**src/rtl/core/tadc_pkg.sv**
```systemverilog
// tadc_pkg: payload types, register map, status/event codes and duty scaling
// for the timed actuator door controller. No dependencies.

package tadc_pkg;

  localparam int unsigned PWM_TOP = 999;

  localparam int unsigned DUTY_W  = 10;
  localparam int unsigned TRAVEL_W = 16;
  localparam int unsigned SPEED_W = 7;
  localparam int unsigned ADDR_W  = 4;
  localparam int unsigned DATA_W  = 32;

  localparam logic [TRAVEL_W-1:0] OPEN_TRAVEL_RST  = 16'd8000;
  localparam logic [TRAVEL_W-1:0] CLOSE_TRAVEL_RST = 16'd8000;
  localparam logic [SPEED_W-1:0]  SPEED_RST        = 7'd50;
  localparam logic [SPEED_W-1:0]  SPEED_MAX        = 7'd100;
  localparam logic [TRAVEL_W-1:0] ELAPSED_MAX      = '1;
  localparam logic [DUTY_W-1:0]   DUTY_MAX         = '1;

  // Divide by 100 as multiply by ceil(2^32/100) and shift.
  localparam int unsigned  RECIP_SHIFT = 32;
  localparam logic [63:0]  RECIP_100   = ((64'd1 << RECIP_SHIFT) / 64'd100) + 64'd1;
  localparam logic [63:0]  DUTY_MUL    = 64'(PWM_TOP) * RECIP_100;

  localparam logic [1:0] REG_OPEN_TRAVEL  = 2'd0;
  localparam logic [1:0] REG_CLOSE_TRAVEL = 2'd1;
  localparam logic [1:0] REG_SPEED        = 2'd2;

  localparam logic [2:0] ST_STOPPED = 3'd0;
  localparam logic [2:0] ST_OPENING = 3'd1;
  localparam logic [2:0] ST_CLOSING = 3'd2;
  localparam logic [2:0] ST_OPEN    = 3'd3;
  localparam logic [2:0] ST_CLOSED  = 3'd4;

  localparam logic [2:0] EV_NONE    = 3'd0;
  localparam logic [2:0] EV_OPENING = 3'd1;
  localparam logic [2:0] EV_CLOSING = 3'd2;
  localparam logic [2:0] EV_STOPPED = 3'd3;
  localparam logic [2:0] EV_OPENED  = 3'd4;
  localparam logic [2:0] EV_CLOSED  = 3'd5;
  localparam logic [2:0] EV_UNKNOWN = 3'd6;

  localparam logic REQ_TICK = 1'b0;
  localparam logic REQ_CMD  = 1'b1;

  localparam logic DIR_CLOSE = 1'b0;
  localparam logic DIR_OPEN  = 1'b1;

  localparam logic [7:0] CH_LOWER = 8'h20;
  localparam logic [7:0] CH_O  = 8'h6f;
  localparam logic [7:0] CH_C  = 8'h63;
  localparam logic [7:0] CH_S  = 8'h73;
  localparam logic [7:0] CH_T  = 8'h74;
  localparam logic [7:0] CH_B  = 8'h62;
  localparam logic [7:0] CH_CR = 8'h0d;
  localparam logic [7:0] CH_LF = 8'h0a;

  typedef struct packed {
    logic       req_type;
    logic [7:0] cmd_byte;
  } in_t;

  typedef struct packed {
    logic [DUTY_W-1:0] pwm_duty;
    logic              drive_dir;
    logic [2:0]        door_status;
    logic [2:0]        event_code;
  } out_t;

  // speed_percent*PWM_TOP/100, speed clamped to 100, result saturated.
  function automatic logic [DUTY_W-1:0] drive_duty(input logic [SPEED_W-1:0] pct);
    logic [SPEED_W-1:0] p;
    logic [71:0]        prod;
    logic [39:0]        q;
    p    = (pct > SPEED_MAX) ? SPEED_MAX : pct;
    prod = 72'(p) * 72'(DUTY_MUL);
    q    = prod[RECIP_SHIFT +: 40];
    return (q > 40'(DUTY_MAX)) ? DUTY_MAX : q[DUTY_W-1:0];
  endfunction

  localparam logic [DUTY_W-1:0] DUTY_RST = drive_duty(SPEED_RST);

endpackage

```
**src/rtl/core/timed_actuator_door_controller.sv**
```systemverilog
// Timed actuator door controller top level: APB register file, door state
// and registered result stage. Depends on tadc_pkg.
//
//   channel  | handshake             | payload
//   ---------+-----------------------+-------------------------------
//   in       | in_valid / in_ready   | tadc_pkg::in_t  (tick or byte)
//   out      | out_valid / out_ready | tadc_pkg::out_t (one per item)
//   cfg      | APB psel/penable      | 32-bit registers at 4*i
//
// One item per cycle: the state update and result are computed in the
// accept cycle and land in the state and output registers at that edge.
// in_ready is high whenever the output register is empty or being taken.
// Synchronous active-low reset; stalls on out_ready hold the result and
// block further input until it is taken. No clearing pass after reset.

module timed_actuator_door_controller (
  input  logic                          clk,
  input  logic                          rst_n,
  input  logic                          in_valid,
  output logic                          in_ready,
  input  tadc_pkg::in_t                 in_data,
  output logic                          out_valid,
  input  logic                          out_ready,
  output tadc_pkg::out_t                out_data,
  input  logic                          psel,
  input  logic                          penable,
  input  logic                          pwrite,
  input  logic [tadc_pkg::ADDR_W-1:0]   paddr,
  input  logic [tadc_pkg::DATA_W-1:0]   pwdata,
  output logic [tadc_pkg::DATA_W-1:0]   prdata,
  output logic                          pready
);

  logic [tadc_pkg::TRAVEL_W-1:0] open_travel_r;
  logic [tadc_pkg::TRAVEL_W-1:0] close_travel_r;
  logic [tadc_pkg::SPEED_W-1:0]  speed_r;
  logic [tadc_pkg::DUTY_W-1:0]   duty_cfg_r;

  logic [2:0]                    mode_r, mode_nxt;
  logic [tadc_pkg::TRAVEL_W-1:0] elapsed_r, elapsed_nxt;
  logic                          dir_r, dir_nxt;
  logic [tadc_pkg::DUTY_W-1:0]   duty_r, duty_nxt;
  logic [2:0]                    ev;

  logic                          out_valid_r;
  tadc_pkg::out_t                out_r;

  logic                          cfg_wr;
  logic [1:0]                    reg_idx;
  logic                          accept;
  logic [7:0]                    lc;
  logic [tadc_pkg::TRAVEL_W-1:0] el_inc;
  logic                          do_open, do_close;

  assign pready   = 1'b1;
  assign reg_idx  = paddr[3:2];
  assign cfg_wr   = psel && penable && pwrite;
  assign in_ready = !out_valid_r || out_ready;
  assign accept   = in_valid && in_ready;
  assign out_valid = out_valid_r;
  assign out_data  = out_r;

  always_comb begin
    case (reg_idx)
      tadc_pkg::REG_OPEN_TRAVEL:  prdata = 32'(open_travel_r);
      tadc_pkg::REG_CLOSE_TRAVEL: prdata = 32'(close_travel_r);
      tadc_pkg::REG_SPEED:        prdata = 32'(speed_r);
      default:                    prdata = '0;
    endcase
  end

  always_ff @(posedge clk) begin
    if (!rst_n) begin
      open_travel_r  <= tadc_pkg::OPEN_TRAVEL_RST;
      close_travel_r <= tadc_pkg::CLOSE_TRAVEL_RST;
      speed_r        <= tadc_pkg::SPEED_RST;
      duty_cfg_r     <= tadc_pkg::DUTY_RST;
    end else if (cfg_wr) begin
      case (reg_idx)
        tadc_pkg::REG_OPEN_TRAVEL:  open_travel_r  <= pwdata[tadc_pkg::TRAVEL_W-1:0];
        tadc_pkg::REG_CLOSE_TRAVEL: close_travel_r <= pwdata[tadc_pkg::TRAVEL_W-1:0];
        tadc_pkg::REG_SPEED: begin
          speed_r    <= pwdata[tadc_pkg::SPEED_W-1:0];
          duty_cfg_r <= tadc_pkg::drive_duty(pwdata[tadc_pkg::SPEED_W-1:0]);
        end
        default: ;
      endcase
    end
  end

  assign lc     = in_data.cmd_byte | tadc_pkg::CH_LOWER;
  assign el_inc = (elapsed_r == tadc_pkg::ELAPSED_MAX) ? elapsed_r
                                                       : elapsed_r + 1'b1;

  always_comb begin
    mode_nxt    = mode_r;
    elapsed_nxt = elapsed_r;
    dir_nxt     = dir_r;
    duty_nxt    = duty_r;
    ev          = tadc_pkg::EV_NONE;
    do_open     = 1'b0;
    do_close    = 1'b0;
    if (in_data.req_type == tadc_pkg::REQ_TICK) begin
      elapsed_nxt = el_inc;
      if (mode_r == tadc_pkg::ST_OPENING && el_inc >= open_travel_r) begin
        duty_nxt = '0;
        mode_nxt = tadc_pkg::ST_OPEN;
        ev       = tadc_pkg::EV_OPENED;
      end else if (mode_r == tadc_pkg::ST_CLOSING && el_inc >= close_travel_r) begin
        duty_nxt = '0;
        mode_nxt = tadc_pkg::ST_CLOSED;
        ev       = tadc_pkg::EV_CLOSED;
      end
    end else begin
      if (lc == tadc_pkg::CH_O) begin
        do_open = 1'b1;
      end else if (lc == tadc_pkg::CH_C) begin
        do_close = 1'b1;
      end else if (lc == tadc_pkg::CH_S) begin
        duty_nxt = '0;
        mode_nxt = tadc_pkg::ST_STOPPED;
        ev       = tadc_pkg::EV_STOPPED;
      end else if (lc == tadc_pkg::CH_T || lc == tadc_pkg::CH_B) begin
        if (mode_r == tadc_pkg::ST_OPEN || mode_r == tadc_pkg::ST_OPENING) begin
          do_close = 1'b1;
        end else begin
          do_open = 1'b1;
        end
      end else if (in_data.cmd_byte == tadc_pkg::CH_CR ||
                   in_data.cmd_byte == tadc_pkg::CH_LF) begin
        ev = tadc_pkg::EV_NONE;
      end else begin
        ev = tadc_pkg::EV_UNKNOWN;
      end
      if (do_open) begin
        dir_nxt     = tadc_pkg::DIR_OPEN;
        duty_nxt    = duty_cfg_r;
        elapsed_nxt = '0;
        mode_nxt    = tadc_pkg::ST_OPENING;
        ev          = tadc_pkg::EV_OPENING;
      end else if (do_close) begin
        dir_nxt     = tadc_pkg::DIR_CLOSE;
        duty_nxt    = duty_cfg_r;
        elapsed_nxt = '0;
        mode_nxt    = tadc_pkg::ST_CLOSING;
        ev          = tadc_pkg::EV_CLOSING;
      end
    end
  end

  always_ff @(posedge clk) begin
    if (!rst_n) begin
      mode_r      <= tadc_pkg::ST_STOPPED;
      elapsed_r   <= '0;
      dir_r       <= tadc_pkg::DIR_CLOSE;
      duty_r      <= '0;
      out_valid_r <= 1'b0;
    end else begin
      if (accept) begin
        mode_r    <= mode_nxt;
        elapsed_r <= elapsed_nxt;
        dir_r     <= dir_nxt;
        duty_r    <= duty_nxt;
        out_valid_r <= 1'b1;
      end else if (out_ready) begin
        out_valid_r <= 1'b0;
      end
    end
  end

  always_ff @(posedge clk) begin
    if (accept) begin
      out_r.pwm_duty    <= duty_nxt;
      out_r.drive_dir   <= dir_nxt;
      out_r.door_status <= mode_nxt;
      out_r.event_code  <= ev;
    end
  end

endmodule

```
**config.mk**
```make
export PLATFORM = sky130hd
export DESIGN_NAME = timed_actuator_door_controller
export DESIGN_NICKNAME = d
export VERILOG_FILES = /design/src/rtl/core/tadc_pkg.sv /design/src/rtl/core/timed_actuator_door_controller.sv
export SDC_FILE = /design/constraint.sdc
export NUM_CORES = 1
export LEC_CHECK = 0
export ABC_AREA = 1
export BUFFER_PORTS_ARGS = -buffer_cell sky130_fd_sc_hd__buf_2
export CORE_MARGIN = 1.5
export CORE_UTILIZATION = 45
export CTS_BUF_LIST = sky130_fd_sc_hd__clkbuf_4
export DETAILED_ROUTE_END_ITERATION = 16
export GPL_ROUTABILITY_DRIVEN = 0
export PLACE_DENSITY = 0.69
export SLEW_MARGIN = 20
export SYNTH_ARGS = -nofsm -noshare
export SYNTH_HDL_FRONTEND = slang
export SYNTH_SLANG_ARGS = --single-unit
```
**constraint.sdc**
```tcl
create_clock -name clk -period 10.7 [get_ports clk]
set_input_delay 2.14 -clock clk [delete_from_list [all_inputs] [get_ports clk]]
set_output_delay 2.14 -clock clk [all_outputs]
set_load 0.005 [all_outputs]
```
Word level (Yosys, flattened, before mapping)
Cells that the tools add are included.
- $mul: 1
- reduce and logical (&&, ||, !) cells: 16
- equal/unequal tests: 14
- magnitude comparators: 4
- muxes and demuxes: 50
- add/subtract/negate cells: 1
- operators with widths (operator ; number):
    10-bit 2-to-1 mux ; 9
    16-bit 2-to-1 mux ; 4
    3-bit 2-to-1 mux ; 18
    16-bit one-hot mux with 3 select lines ; 1
    7-bit by 36-bit multiplier with 43-bit output (second input constant) ; 1
    7-bit by 6-bit equality test with 1-bit output (second input constant) ; 5
    16-bit >= comparator ; 2
    1-bit 2-to-1 mux ; 17
    16-bit by 1-bit adder with 16-bit output (second input constant) ; 1
    16-bit equality test (second input constant) ; 1
    8-bit by 4-bit equality test with 1-bit output (second input constant) ; 2
    11-bit by 10-bit greater-than comparator with 1-bit output (second input constant) ; 1
    2-bit AND reduction ; 4
    7-bit greater-than comparator (second input constant) ; 1
    7-bit 2-to-1 mux ; 1
    3-bit by 2-bit equality test with 1-bit output (second input constant) ; 2
    1-bit logical AND ; 5
    1-bit logical OR ; 4
    3-bit by 1-bit equality test with 1-bit output (second input constant) ; 1
    3-bit by 1-bit != test with 1-bit output (second input constant) ; 1
    2-bit by 1-bit equality test with 1-bit output (second input constant) ; 1
    2-bit equality test (second input constant) ; 1
    2-bit logical NOT ; 1
    2-bit nonzero test ; 1
    1-bit logical NOT ; 1
- register bits: 97
- bits of input ports: 52
- word-level logic and storage cells: 99

Longest topological paths before layout
Gate-level depths: netlist of the first run.
- depth after elaboration: 11
- gate-level depth with buffers: 27
- mapped depth without buffers: 27

Least setup slack after synthesis of the first run
OpenSTA, ideal clock, no wires.
- kind: in2reg
- start: in pwdata[2] (netlist name)
- end: reg duty_cfg_r[4] (netlist name)
- required time: 10585 ps
- buffers on the path: 0
- arrival: 6498 ps
- slack: 4087 ps
- stages on the path: 22
- path through: inv_1 nand2_1 nand2_2 a21oi_1 nor2_1 fa_1 inv_1 fa_1 fa_1 fa_1 inv_1 ha_1 nand2_1 nor2_2 inv_1 nor3_1 nand4_1 nand3_1 xor2_1 nand2_1 nand2_1 nand2_1
- word-level cells in the longest chain between the ends: 5
- ends and longest elaborated chain (what ; line ; text):
    from (decl) ; timed_actuator_door_controller.sv:29 ; input logic [tadc_pkg::DATA_W-1:0] pwdata,
    7-bit greater-than comparator ; tadc_pkg.sv:76 ; p = (pct > SPEED_MAX) ? SPEED_MAX : pct;
    7-bit 2-to-1 mux * ; tadc_pkg.sv:76 ;
    7-bit by 36-bit multiplier with 43-bit output * ; tadc_pkg.sv:77 ; prod = 72'(p) * 72'(DUTY_MUL);
    11-bit by 10-bit greater-than comparator with 1-bit output ; tadc_pkg.sv:79 ; return (q > 40'(DUTY_MAX)) ? DUTY_MAX : q[DUTY_W-1:0];
    10-bit 2-to-1 mux * ; tadc_pkg.sv:79 ;
    to (signal assigned) ; timed_actuator_door_controller.sv:77 ; duty_cfg_r <= tadc_pkg::DUTY_RST;
    to (signal assigned) ; timed_actuator_door_controller.sv:84 ; duty_cfg_r <= tadc_pkg::drive_duty(pwdata[tadc_pkg::SPEED_W-1:0]);
    to (decl) ; timed_actuator_door_controller.sv:37 ; logic [tadc_pkg::DUTY_W-1:0] duty_cfg_r;
Mark *: on every way between the ends. The rest lies on a longest branch, timed or not.
A chain may end at the register's enable or synchronous reset.

Worst setup path after layout of the first run
- start: in pwdata[6] (netlist name)
- end: reg duty_cfg_r[4] (netlist name)
The elaborated chain is that of the path after synthesis.

==> impl_metrics.yaml, run 1 <==
run_status:
  status: "finished clean"
logic_synthesis:
  ys.flop_type: "dfxtp_1"
  async_reset_ff_share_pct: 0
  yosysUniqueCellTypes: 55
  synth_cells: 1405
  synth-seq-area-share_pct: 21.2
  ys_ff_latch: 97
  synthesis.area_sq_mm: 0.00995
  synth_edf_count: 17
  synth.avg_cell_area_sq_um: 7.08
  yosys_warnings: 0
drt:
  drt_iter0_markers: 569
  wirelength_mm: 24.9
  drc: 0
  vias_per_cell: 5.17
  drt_pass1_iterations: 5
  ant_nets: 0
  num_vias: 8990
  routedWlPerCell_microns: 14.3
timing:
  post-route-period-util_pct: 68.5
  worst_slew_pin_slew_ps: 1120
  hold_ws_ps: 493
  slew_viol_final: 0
  min_period_ps: 7330
  rsz0062_at_grt: "no"
  fmax_ghz: 0.136
  setup_tns_ps: 0
  fin_skew_ps: 21.6
  setup_ws_ps: 3370
  setup_violations: 0
  max_slew_margin_pct: 25.2
  hold_violations: 0
clock_tree:
  h-tree-depth: 3
  cts_buffer_depth: 2
  cts_num_sinks: 97
  clk_pin_slew_worst_paths_ps: 160
  cts_resized: 0
  postCtsSetupRepairBufs: 0
  ctsHoldBuffers: 0
  cts_made_buffers: 9
  cts_root_buffer: "clkbuf_4"
  clk_latency_ps: 470
  cts_tree: "built"
global_route:
  grt_use_met3_pct: 3.17
  use_met2_pct: 39.7
  top_usage_layer: "met2"
  grtUsageTotal_pct: 22.6
  antenna_found_initial: 1
  use_met1_pct: 28.0
  grt_pass1_wl_mm: 40.9
  grt_start_max_net_pins: 44
  grt_pass1_vias: 8630
  grt-ovfl-total: 0
floorplanning:
  die-area_sq_mm: 0.0230
  rows: 54
  coreArea_sq_mm: 0.0218
  initial_core_util_pct: 45.7
  die_w_microns: 152
  die_h_microns: 152
  io_pins: 104
layout:
  nNetsFinal: 1681
  syn_to_final_growth_pct: 6.40
  layout-drive-gt1-share_pct: 10.0
  nFillCells: 2202
setup_path:
  worstPathArrival_ps: 7700
  criticalPathCategory: "in -> reg"
  crit_fanout: 10
  critPathLaunch: "pwdata[6]"
  worst_setup_path_end_kind: "flop"
  cp_data_required_time_ps: 11080
  r2r_start: "elapsed_r[1]$_SDFFE_PN0P_"
  startpoint_type: "primary input"
pwr:
  power_leakage_uw: 0.00552
  peakVddDrop_v: 0.000235
  power_per_cell_area_mw_per_mm2: 190
place:
  portBuffers: 68
  pre_cts_slack_ps: 2940
  hpwl_mm: 20.2
job:
  maxCapViolCount: 0
worst_hold_path:
  hp-class: "reg -> reg"
  worstHoldStart: "speed_r[4]$_SDFFE_PN1P_"
==> critical path: stages <==
cell and delay, ps:
buf_2 200, nand2_1 100, inv_1 50, nand2_2 130, a21oi_1 90, nor2_1 610
fa_1 670, inv_1 300, fa_1 520, fa_1 600, fa_1 560, inv_1 40
ha_1 320, nand2_1 120, nor2_2 170, inv_1 90, nor3_1 320, nand4_1 150
nand3_1 180, xor2_1 160, nand2_1 70, nand2_1 50, nand2_1 50
==> synthesized netlist by cell type (2+ instances only) <==
cell	n	area (sq um)
nand2_1	279	1050
inv_1	260	976
ha_1	130	1630
a21oi_1	125	626
nor2_1	99	372
o21ai_0	82	410
dfxtp_1	80	1600
nand3_1	63	315
fa_1	46	921
clkbuf_1	27	101
nor3_1	21	105
buf_4	18	135
edfxtp_1	17	510
o211ai_1	16	120
inv_2	13	48.8
o22ai_1	12	75.1
a21o_1	11	82.6
nand4_1	11	68.8
nand2_2	9	56.3
nor2_2	9	56.3
a31oi_1	8	50.1
xor2_1	8	70.1
o221ai_1	6	52.6
xnor2_1	5	43.8
a21boi_0	4	30.0
o21bai_1	4	30.0
buf_2	3	15.0
nor2_4	3	33.8
a21oi_2	2	17.5
conb_1	2	7.51
nand3_2	2	20.0
nand4_2	2	25.0
nor3_4	2	32.5
o21a_1	2	15.0
o21ai_1	2	10.0
o21ai_4	2	32.5
or2_2	2	12.5
==> kinds of logic (layout without fill, tap and decap cells) <==
group                      after synthesis  in the layout  share of synthesized area, %
DFF                                     97             97                          21.2
xor gates and xnor gates                14             14                          1.31
buffers and inverters                  323            361                          13.0
and+or+nand+nor                        510            510                          22.3
adders and majority gates              176            176                          25.6
other                                    2             18                        0.0755
AOI/OAI and AO/OA                      283            283                          16.5
==> registers in the layout, summed over array words and instances (netlist names) <==
signal,count
close_travel_r,16
dir_r,1
duty_cfg_r,10
duty_r,10
elapsed_r,16
mode_r,3
open_travel_r,16
out_data,17
out_valid,1
speed_r,7
==> report_power, final <==
part	internal, uW	switching [uW]	leakage [uW]
logic	496	937	0.00462
clock network	52.5	136	0.0000732
registers	387	5.32	0.000821
total	936	1080	0.00552
==> per-stage QoR <==
stage	util, %	total power, uW	instances	cell area [sq um]
2_1_floorplan	-	1460	1420	10000
3_3_place_gp	48.1	1800	1722	10500
3_5_place_dp	48.1	1810	1722	10500
4_1_cts	48.7	2010	1738	10600
5_1_grt	48.7	2250	1739	10600
6_report	48.7	2010	1739	10600
==> area by class of cell <==
cell class	instances	area [sq um]	share of cell area [%]
clock buffer	9	67.6	0.638
antenna	1	2.50	0.0236
clock inverter	7	60.1	0.567
multi-input combinational	1000	6600	62.4
sequential	97	2110	19.9
inverter	274	1030	9.74
tap	280	350	3.31
timing repair buffer	71	363	3.43
==> path summary, 6_finish.rpt <==
kind / to / slack [ps] / cells after the start
worst min-delay path: speed_r[4]$_SDFFE_PN1P_ / 490 / 2
worst max-delay path: duty_cfg_r[4]$_SDFFE_PN1P_ / 3370 / 23
worst min register to register: speed_r[4]$_SDFFE_PN1P_ / 490 / 2
worst max register to register: duty_r[5]$_SDFFE_PN0P_ / 7210 / 22
==> cell usage in the layout (no fill, tap or decap), types with 3 or more instances in the layout <==
cell type,n
xor2_1,8
inv_1,259
nor3_1,21
buf_4,3
edfxtp_1,17
nor2_2,9
o22ai_1,12
a31oi_1,8
nand3_1,63
inv_6,3
o21ai_0,82
nand2_1,279
a21boi_0,4
dfxtp_1,80
nor2_4,3
ha_1,130
inv_2,14
clkbuf_4,9
nor2_1,99
o21bai_1,4
a21o_1,11
nand4_1,11
nand2_2,9
conb_1,17
xnor2_1,5
buf_2,68
fa_1,46
o211ai_1,16
a21oi_1,125
o221ai_1,6
==> routing by layer <==
layer | part of all wire (%) | vias up
met2 | 47 | 234
li1 | - | 4620
met1 | 45 | 4092
met4 | 3.1 | 0
met5 | 0 | -
met3 | 5.0 | 44
(Power assumes the default switching activity.)
==> run 2: changes to the inputs <==
==> constraint.sdc (replaced) <==
create_clock -name clk -period 7.5 [get_ports clk]
set_input_delay 1.5 -clock clk [delete_from_list [all_inputs] [get_ports clk]]
set_output_delay 1.5 -clock clk [all_outputs]
set_load 0.005 [all_outputs]
==> impl_metrics.yaml, run 2 (same netlist as run 1, synthesis figures left out) <==
run_status:
  status: "finished clean"
setup_path:
  criticalPathCategory: "in -> reg"
  reg2reg_to: "duty_r[0]$_SDFFE_PN0P_"
  worst_setup_path_end_kind: "flop"
  rrSetupSlack_ps: 3980
  startpoint_type: "primary input"
  critPathLaunch: "pwdata[2]"
  cp_data_required_time_ps: 7880
  r2r_start: "elapsed_r[0]$_SDFFE_PN0P_"
  crit_end: "duty_cfg_r[4]$_SDFFE_PN1P_"
  worstPathArrival_ps: 7000
  crit_fanout: 7
  reg2reg_depth: 22
clock_tree:
  ctsHoldBuffers: 0
  h-tree-depth: 3
  clk_pin_slew_worst_paths_ps: 150
  cts_num_sinks: 97
  cts_root_buffer: "clkbuf_4"
  clk_latency_ps: 480
  postCtsSetupRepairBufs: 0
  cts_made_buffers: 9
  cts_resized: 0
  cts_buffer_depth: 2
  cts_tree: "built"
place:
  hpwl_mm: 20.5
  pre_cts_slack_ps: 410
  portBuffers: 68
drt:
  wirelength_mm: 24.9
  drt_pass1_iterations: 5
  num_vias: 9043
  drc: 0
  routedWlPerCell_microns: 14.3
  drt_iter0_markers: 590
  ant_nets: 0
  vias_per_cell: 5.19
pwr:
  peakVddDrop_v: 0.000341
  pwr-share-seq_pct: 19.3
  p_sw_uw: 1540
  power_per_cell_area_mw_per_mm2: 274
  p_int_uw: 1370
  pwr-share-comb_pct: 70.3
  power_switching_share_pct: 52.9
  power.share.clock_pct: 10.4
  power_leakage_uw: 0.00553
job:
  maxCapViolCount: 0
layout:
  multi_input_area_sq_mm: 0.00660
  nNetsFinal: 1683
  final_common_cell: "nand2_1"
  nFillCells: 2237
  syn_to_final_growth_pct: 6.81
  layout_common_cells: "279 x nand2_1, 259 x inv_1, 130 x ha_1, 125 x a21oi_1, 99 x nor2_1"
  layout-drive-gt1-share_pct: 10.0
  largest_reg_flops: 17
  regArea_sq_mm: 0.00211
global_route:
  top_usage_layer: "met2"
  grt_use_met3_pct: 2.84
  antenna_found_initial: 1
  use_met2_pct: 40.4
  grtUsageTotal_pct: 22.6
  grt_start_max_net_pins: 44
  grt_pass1_vias: 8578
  use_met1_pct: 28.1
  grt_pass1_wl_mm: 41.0
  grt-ovfl-total: 0
timing:
  min_period_ps: 6630
  rsz0062_at_grt: "no"
  setup_violations: 0
  setup_ws_ps: 874
  max_slew_margin_pct: 30.8
  setup_tns_ps: 0
  fin_skew_ps: 29.0
  fmax_ghz: 0.151
  slew_viol_final: 0
  worst_slew_pin_slew_ps: 1030
  hold_violations: 0
  post-route-period-util_pct: 88.3
floorplanning:
  die-area_sq_mm: 0.0230
  io_pins: 104
  die_w_microns: 152
  coreArea_sq_mm: 0.0218
  die_h_microns: 152
  rows: 54
  initial_core_util_pct: 45.7
worst_hold_path:
  hp-class: "reg -> reg"
run 2: cell count changes in the layout (fill, tap and decap cells not counted):
cell,change
buf_4,+2
clkinv_1,+2
clkinv_4,-2
bufinv_16,+1
clkinv_2,-1
clkinv_8,+1
clkinvlp_4,+1
inv_2,-1
inv_6,-1
run 2: worst min path at each step:
| stage | to | from | cells after the start | slack [ps] |
|---|---|---|---|---|
| after floorplan | duty_cfg_r[7]$_SDFFE_PN1P_ | duty_cfg_r[7]$_SDFFE_PN1P_ | 2 | 440 |
| after global placement | duty_cfg_r[6]$_SDFFE_PN1P_ | duty_cfg_r[6]$_SDFFE_PN1P_ | 2 | 460 |
| after detailed placement | duty_cfg_r[6]$_SDFFE_PN1P_ | duty_cfg_r[6]$_SDFFE_PN1P_ | 2 | 460 |
| after CTS | duty_cfg_r[6]$_SDFFE_PN1P_ | duty_cfg_r[6]$_SDFFE_PN1P_ | 2 | 490 |
| after global routing | duty_cfg_r[6]$_SDFFE_PN1P_ | duty_cfg_r[6]$_SDFFE_PN1P_ | 2 | 510 |
| final | duty_cfg_r[6]$_SDFFE_PN1P_ | duty_cfg_r[6]$_SDFFE_PN1P_ | 2 | 490 |
run 2: layout make-up:
type	count	area share [%]
Clock inverter	7	0.812
Sequential cell	97	19.9
Tap cell	280	3.30
Multi-Input combinational cell	1000	62.1
Antenna cell	1	0.0235
Timing Repair Buffer	73	3.55
Inverter	274	9.70
Clock buffer	9	0.636
run 2: metrics by stage:
stage | instance area (sq um) | total power (uW) | cells | utilization, % | hold slack (ps)
3_5_place_dp | 10500 | 2580 | 1724 | 48.1 | 458
4_1_cts | 10600 | 2900 | 1740 | 48.8 | 494
5_1_grt | 10600 | 3240 | 1741 | 48.9 | 513
2_1_floorplan | 10000 | 2090 | 1420 | - | 440
6_report | 10600 | 2910 | 1741 | 48.9 | 490
3_3_place_gp | 10500 | 2560 | 1724 | 48.1 | 456
run 2: power groups by stage:
stage	clock, uW	sequential, uW	combinational [uW]
floorplan	0	572	1520
global placement	0	572	1990
detailed placement	0	572	2010
CTS	311	561	2020
global route	329	563	2350
finish	303	561	2050
run 2: routing by layer:
metal	routed length [microns]	share of wire, %	vias to the layer above
li1	-	-	4615
met1	10700	43	4126
met2	12000	48	258
met3	1550	6.2	44
met4	602	2.4	0
met5	0	0	-
run 2: critical path, stage by stage:
cell     delay [ps]
buf_2           100
inv_1           150
nand2_1          90
nand2_2         130
a21oi_1          80
nor2_1          600
fa_1            670
inv_1           280
fa_1            520
fa_1            600
fa_1            560
inv_1            50
ha_1            310
nand2_1         110
nor2_2          180
inv_1           100
nor3_1          300
nand4_1         150
nand3_1         160
xor2_1          160
nand2_1          60
nand2_1          60
nand2_1          50
==> run 3: changes to the inputs <==
--- a/config.mk
+++ b/config.mk
@@ -13,6 +13,7 @@
 export DETAILED_ROUTE_END_ITERATION = 16
 export GPL_ROUTABILITY_DRIVEN = 0
 export PLACE_DENSITY = 0.69
+export RECOVER_POWER = 100
 export SLEW_MARGIN = 20
 export SYNTH_ARGS = -nofsm -noshare
 export SYNTH_HDL_FRONTEND = slang
==> impl_metrics.yaml, run 3 (same netlist as run 1, synthesis figures left out) <==
floorplanning:
  initial_core_util_pct: 45.7
  io_pins: 104
  die-area_sq_mm: 0.0230
  die_h_microns: 152
  coreArea_sq_mm: 0.0218
  die_w_microns: 152
  rows: 54
drt:
  vias_per_cell: 5.17
  wirelength_mm: 25.0
  routedWlPerCell_microns: 14.4
  drt_iter0_markers: 519
  ant_nets: 0
  num_vias: 8995
  drc: 0
  drt_pass1_iterations: 5
layout:
  layout_common_cells: "282 x nand2_1, 262 x inv_1, 130 x ha_1, 125 x a21oi_1, 101 x nor2_1"
  nFillCells: 2256
  syn_to_final_growth_pct: 5.77
  layout-drive-gt1-share_pct: 6.71
  largest_reg_flops: 17
  final_common_cell: "nand2_1"
  fin_util_pct: 48.4
  nNetsFinal: 1683
setup_path:
  crit_buf_inv: 5
  critPathMaxStageDelay_ps: 670
  worstPathArrival_ps: 7270
  cp_data_required_time_ps: 7930
  reg2reg_to: "duty_r[0]$_SDFFE_PN0P_"
  critPathLaunch: "pwdata[6]"
  cpMostUsedCell: "nand2_1"
  reg2reg_depth: 22
  slowest_stage: "fa_1"
  worst_setup_path_end_kind: "flop"
  criticalPathCategory: "in -> reg"
  crit_cells: 25
  crit_fanout: 10
  r2r_start: "elapsed_r[0]$_SDFFE_PN0P_"
  rrSetupSlack_ps: 3800
  cpLargestDelayFamily: "adder cells"
  startpoint_type: "primary input"
global_route:
  grt_use_met3_pct: 2.84
  grt_start_max_net_pins: 44
  grt-ovfl-total: 0
  grt_pass1_vias: 8578
  use_met1_pct: 28.1
  grt_pass1_wl_mm: 41.0
  grtUsageTotal_pct: 22.6
  top_usage_layer: "met2"
  use_met2_pct: 40.4
  antenna_found_initial: 1
worst_hold_path:
  hp-class: "reg -> reg"
  hold_path_end: "duty_cfg_r[6]$_SDFFE_PN1P_"
  worstHoldStart: "duty_cfg_r[6]$_SDFFE_PN1P_"
  hold_path_depth: 2
clock_tree:
  cts_num_sinks: 97
  cts_root_buffer: "clkbuf_4"
  cts_made_buffers: 9
  h-tree-depth: 3
  cts_tree: "built"
  ctsHoldBuffers: 0
  clk_pin_slew_worst_paths_ps: 150
  postCtsSetupRepairBufs: 0
  clk_latency_ps: 480
  cts_buffer_depth: 2
  cts_resized: 0
pwr:
  power_leakage_uw: 0.00540
  peakVddDrop_v: 0.000343
  power_per_cell_area_mw_per_mm2: 275
timing:
  setup_violations: 0
  rsz0062_at_grt: "no"
  hold_violations: 0
  post-route-period-util_pct: 91.2
  setup_tns_ps: 0
  max_slew_margin_pct: -24.7
  fmax_ghz: 0.146
  slew_viol_final: 61
  worst_slew_pin_slew_ps: 1850
  min_period_ps: 6840
  fin_skew_ps: 22.4
run_status:
  status: "complete, but fails checks"
  violations: "capacitance limit, slew limit"
job:
  maxCapViolCount: 2
place:
  hpwl_mm: 20.5
  portBuffers: 68
run 3: metrics by stage:
| stage | total power (uW) | std cells | hold slack (ps) | setup slack [ps] | instance area [sq um] |
|---|---|---|---|---|---|
| after floorplan | 2090 | 1420 | 440 | 1530 | 10000 |
| after global placement | 2560 | 1724 | 456 | 474 | 10500 |
| after detailed placement | 2580 | 1724 | 458 | 410 | 10500 |
| after CTS | 2900 | 1740 | 494 | 920 | 10600 |
| after global routing | 3230 | 1741 | 513 | 313 | 10500 |
| final | 2900 | 1741 | 490 | 660 | 10500 |
run 3: report_power, final:
group	internal [uW]	switching [uW]	leakage [uW]	total, uW
clock	108	197	0.0000793	305
sequential	553	8.23	0.000821	561
combinational	705	1330	0.00450	2030
run 3: area by class of cell:
type,count,area [sq um],area share [%]
Inverter,274,1030,9.78
Clock buffer,9,67.6,0.642
Antenna cell,1,2.50,0.0238
Multi-Input combinational cell,1000,6550,62.2
Tap cell,280,350,3.33
Clock inverter,7,86.3,0.820
Sequential cell,97,2110,20.1
Timing Repair Buffer,73,329,3.13
run 3: worst reg2reg max path, cell delays in order (launching register included):
cell,delay [ps]
dfxtp_1,390
ha_1,200
nand2_1,60
inv_1,80
nand4_1,140
inv_1,160
nand3_1,130
nor2_1,270
nor2_1,70
a21oi_1,330
ha_1,330
a21oi_1,160
o21ai_0,90
a21o_1,170
nand2_1,50
nand3_1,160
nand2_1,130
nand2_1,60
inv_1,280
nand3_1,160
nand3_1,110
nand2_1,90
inv_1,50
run 3: worst max-delay path by stage:
stage | end | slack, ps
floorplan | duty_cfg_r[4]$_SDFFE_PN1P_ | 1530
global placement | duty_cfg_r[4]$_SDFFE_PN1P_ | 470
detailed placement | duty_cfg_r[5]$_SDFFE_PN1P_ | 410
CTS | duty_cfg_r[5]$_SDFFE_PN1P_ | 920
global route | duty_cfg_r[1]$_SDFFE_PN1P_ | 310
finish | duty_cfg_r[0]$_SDFFE_PN1P_ | 660
run 3: layer usage:
| layer | routed length, microns | up-vias |
|---|---|---|
| met5 | 0 | - |
| met4 | 631 | 0 |
| met3 | 1380 | 44 |
| met2 | 12100 | 235 |
| met1 | 10900 | 4103 |
| li1 | - | 4613 |
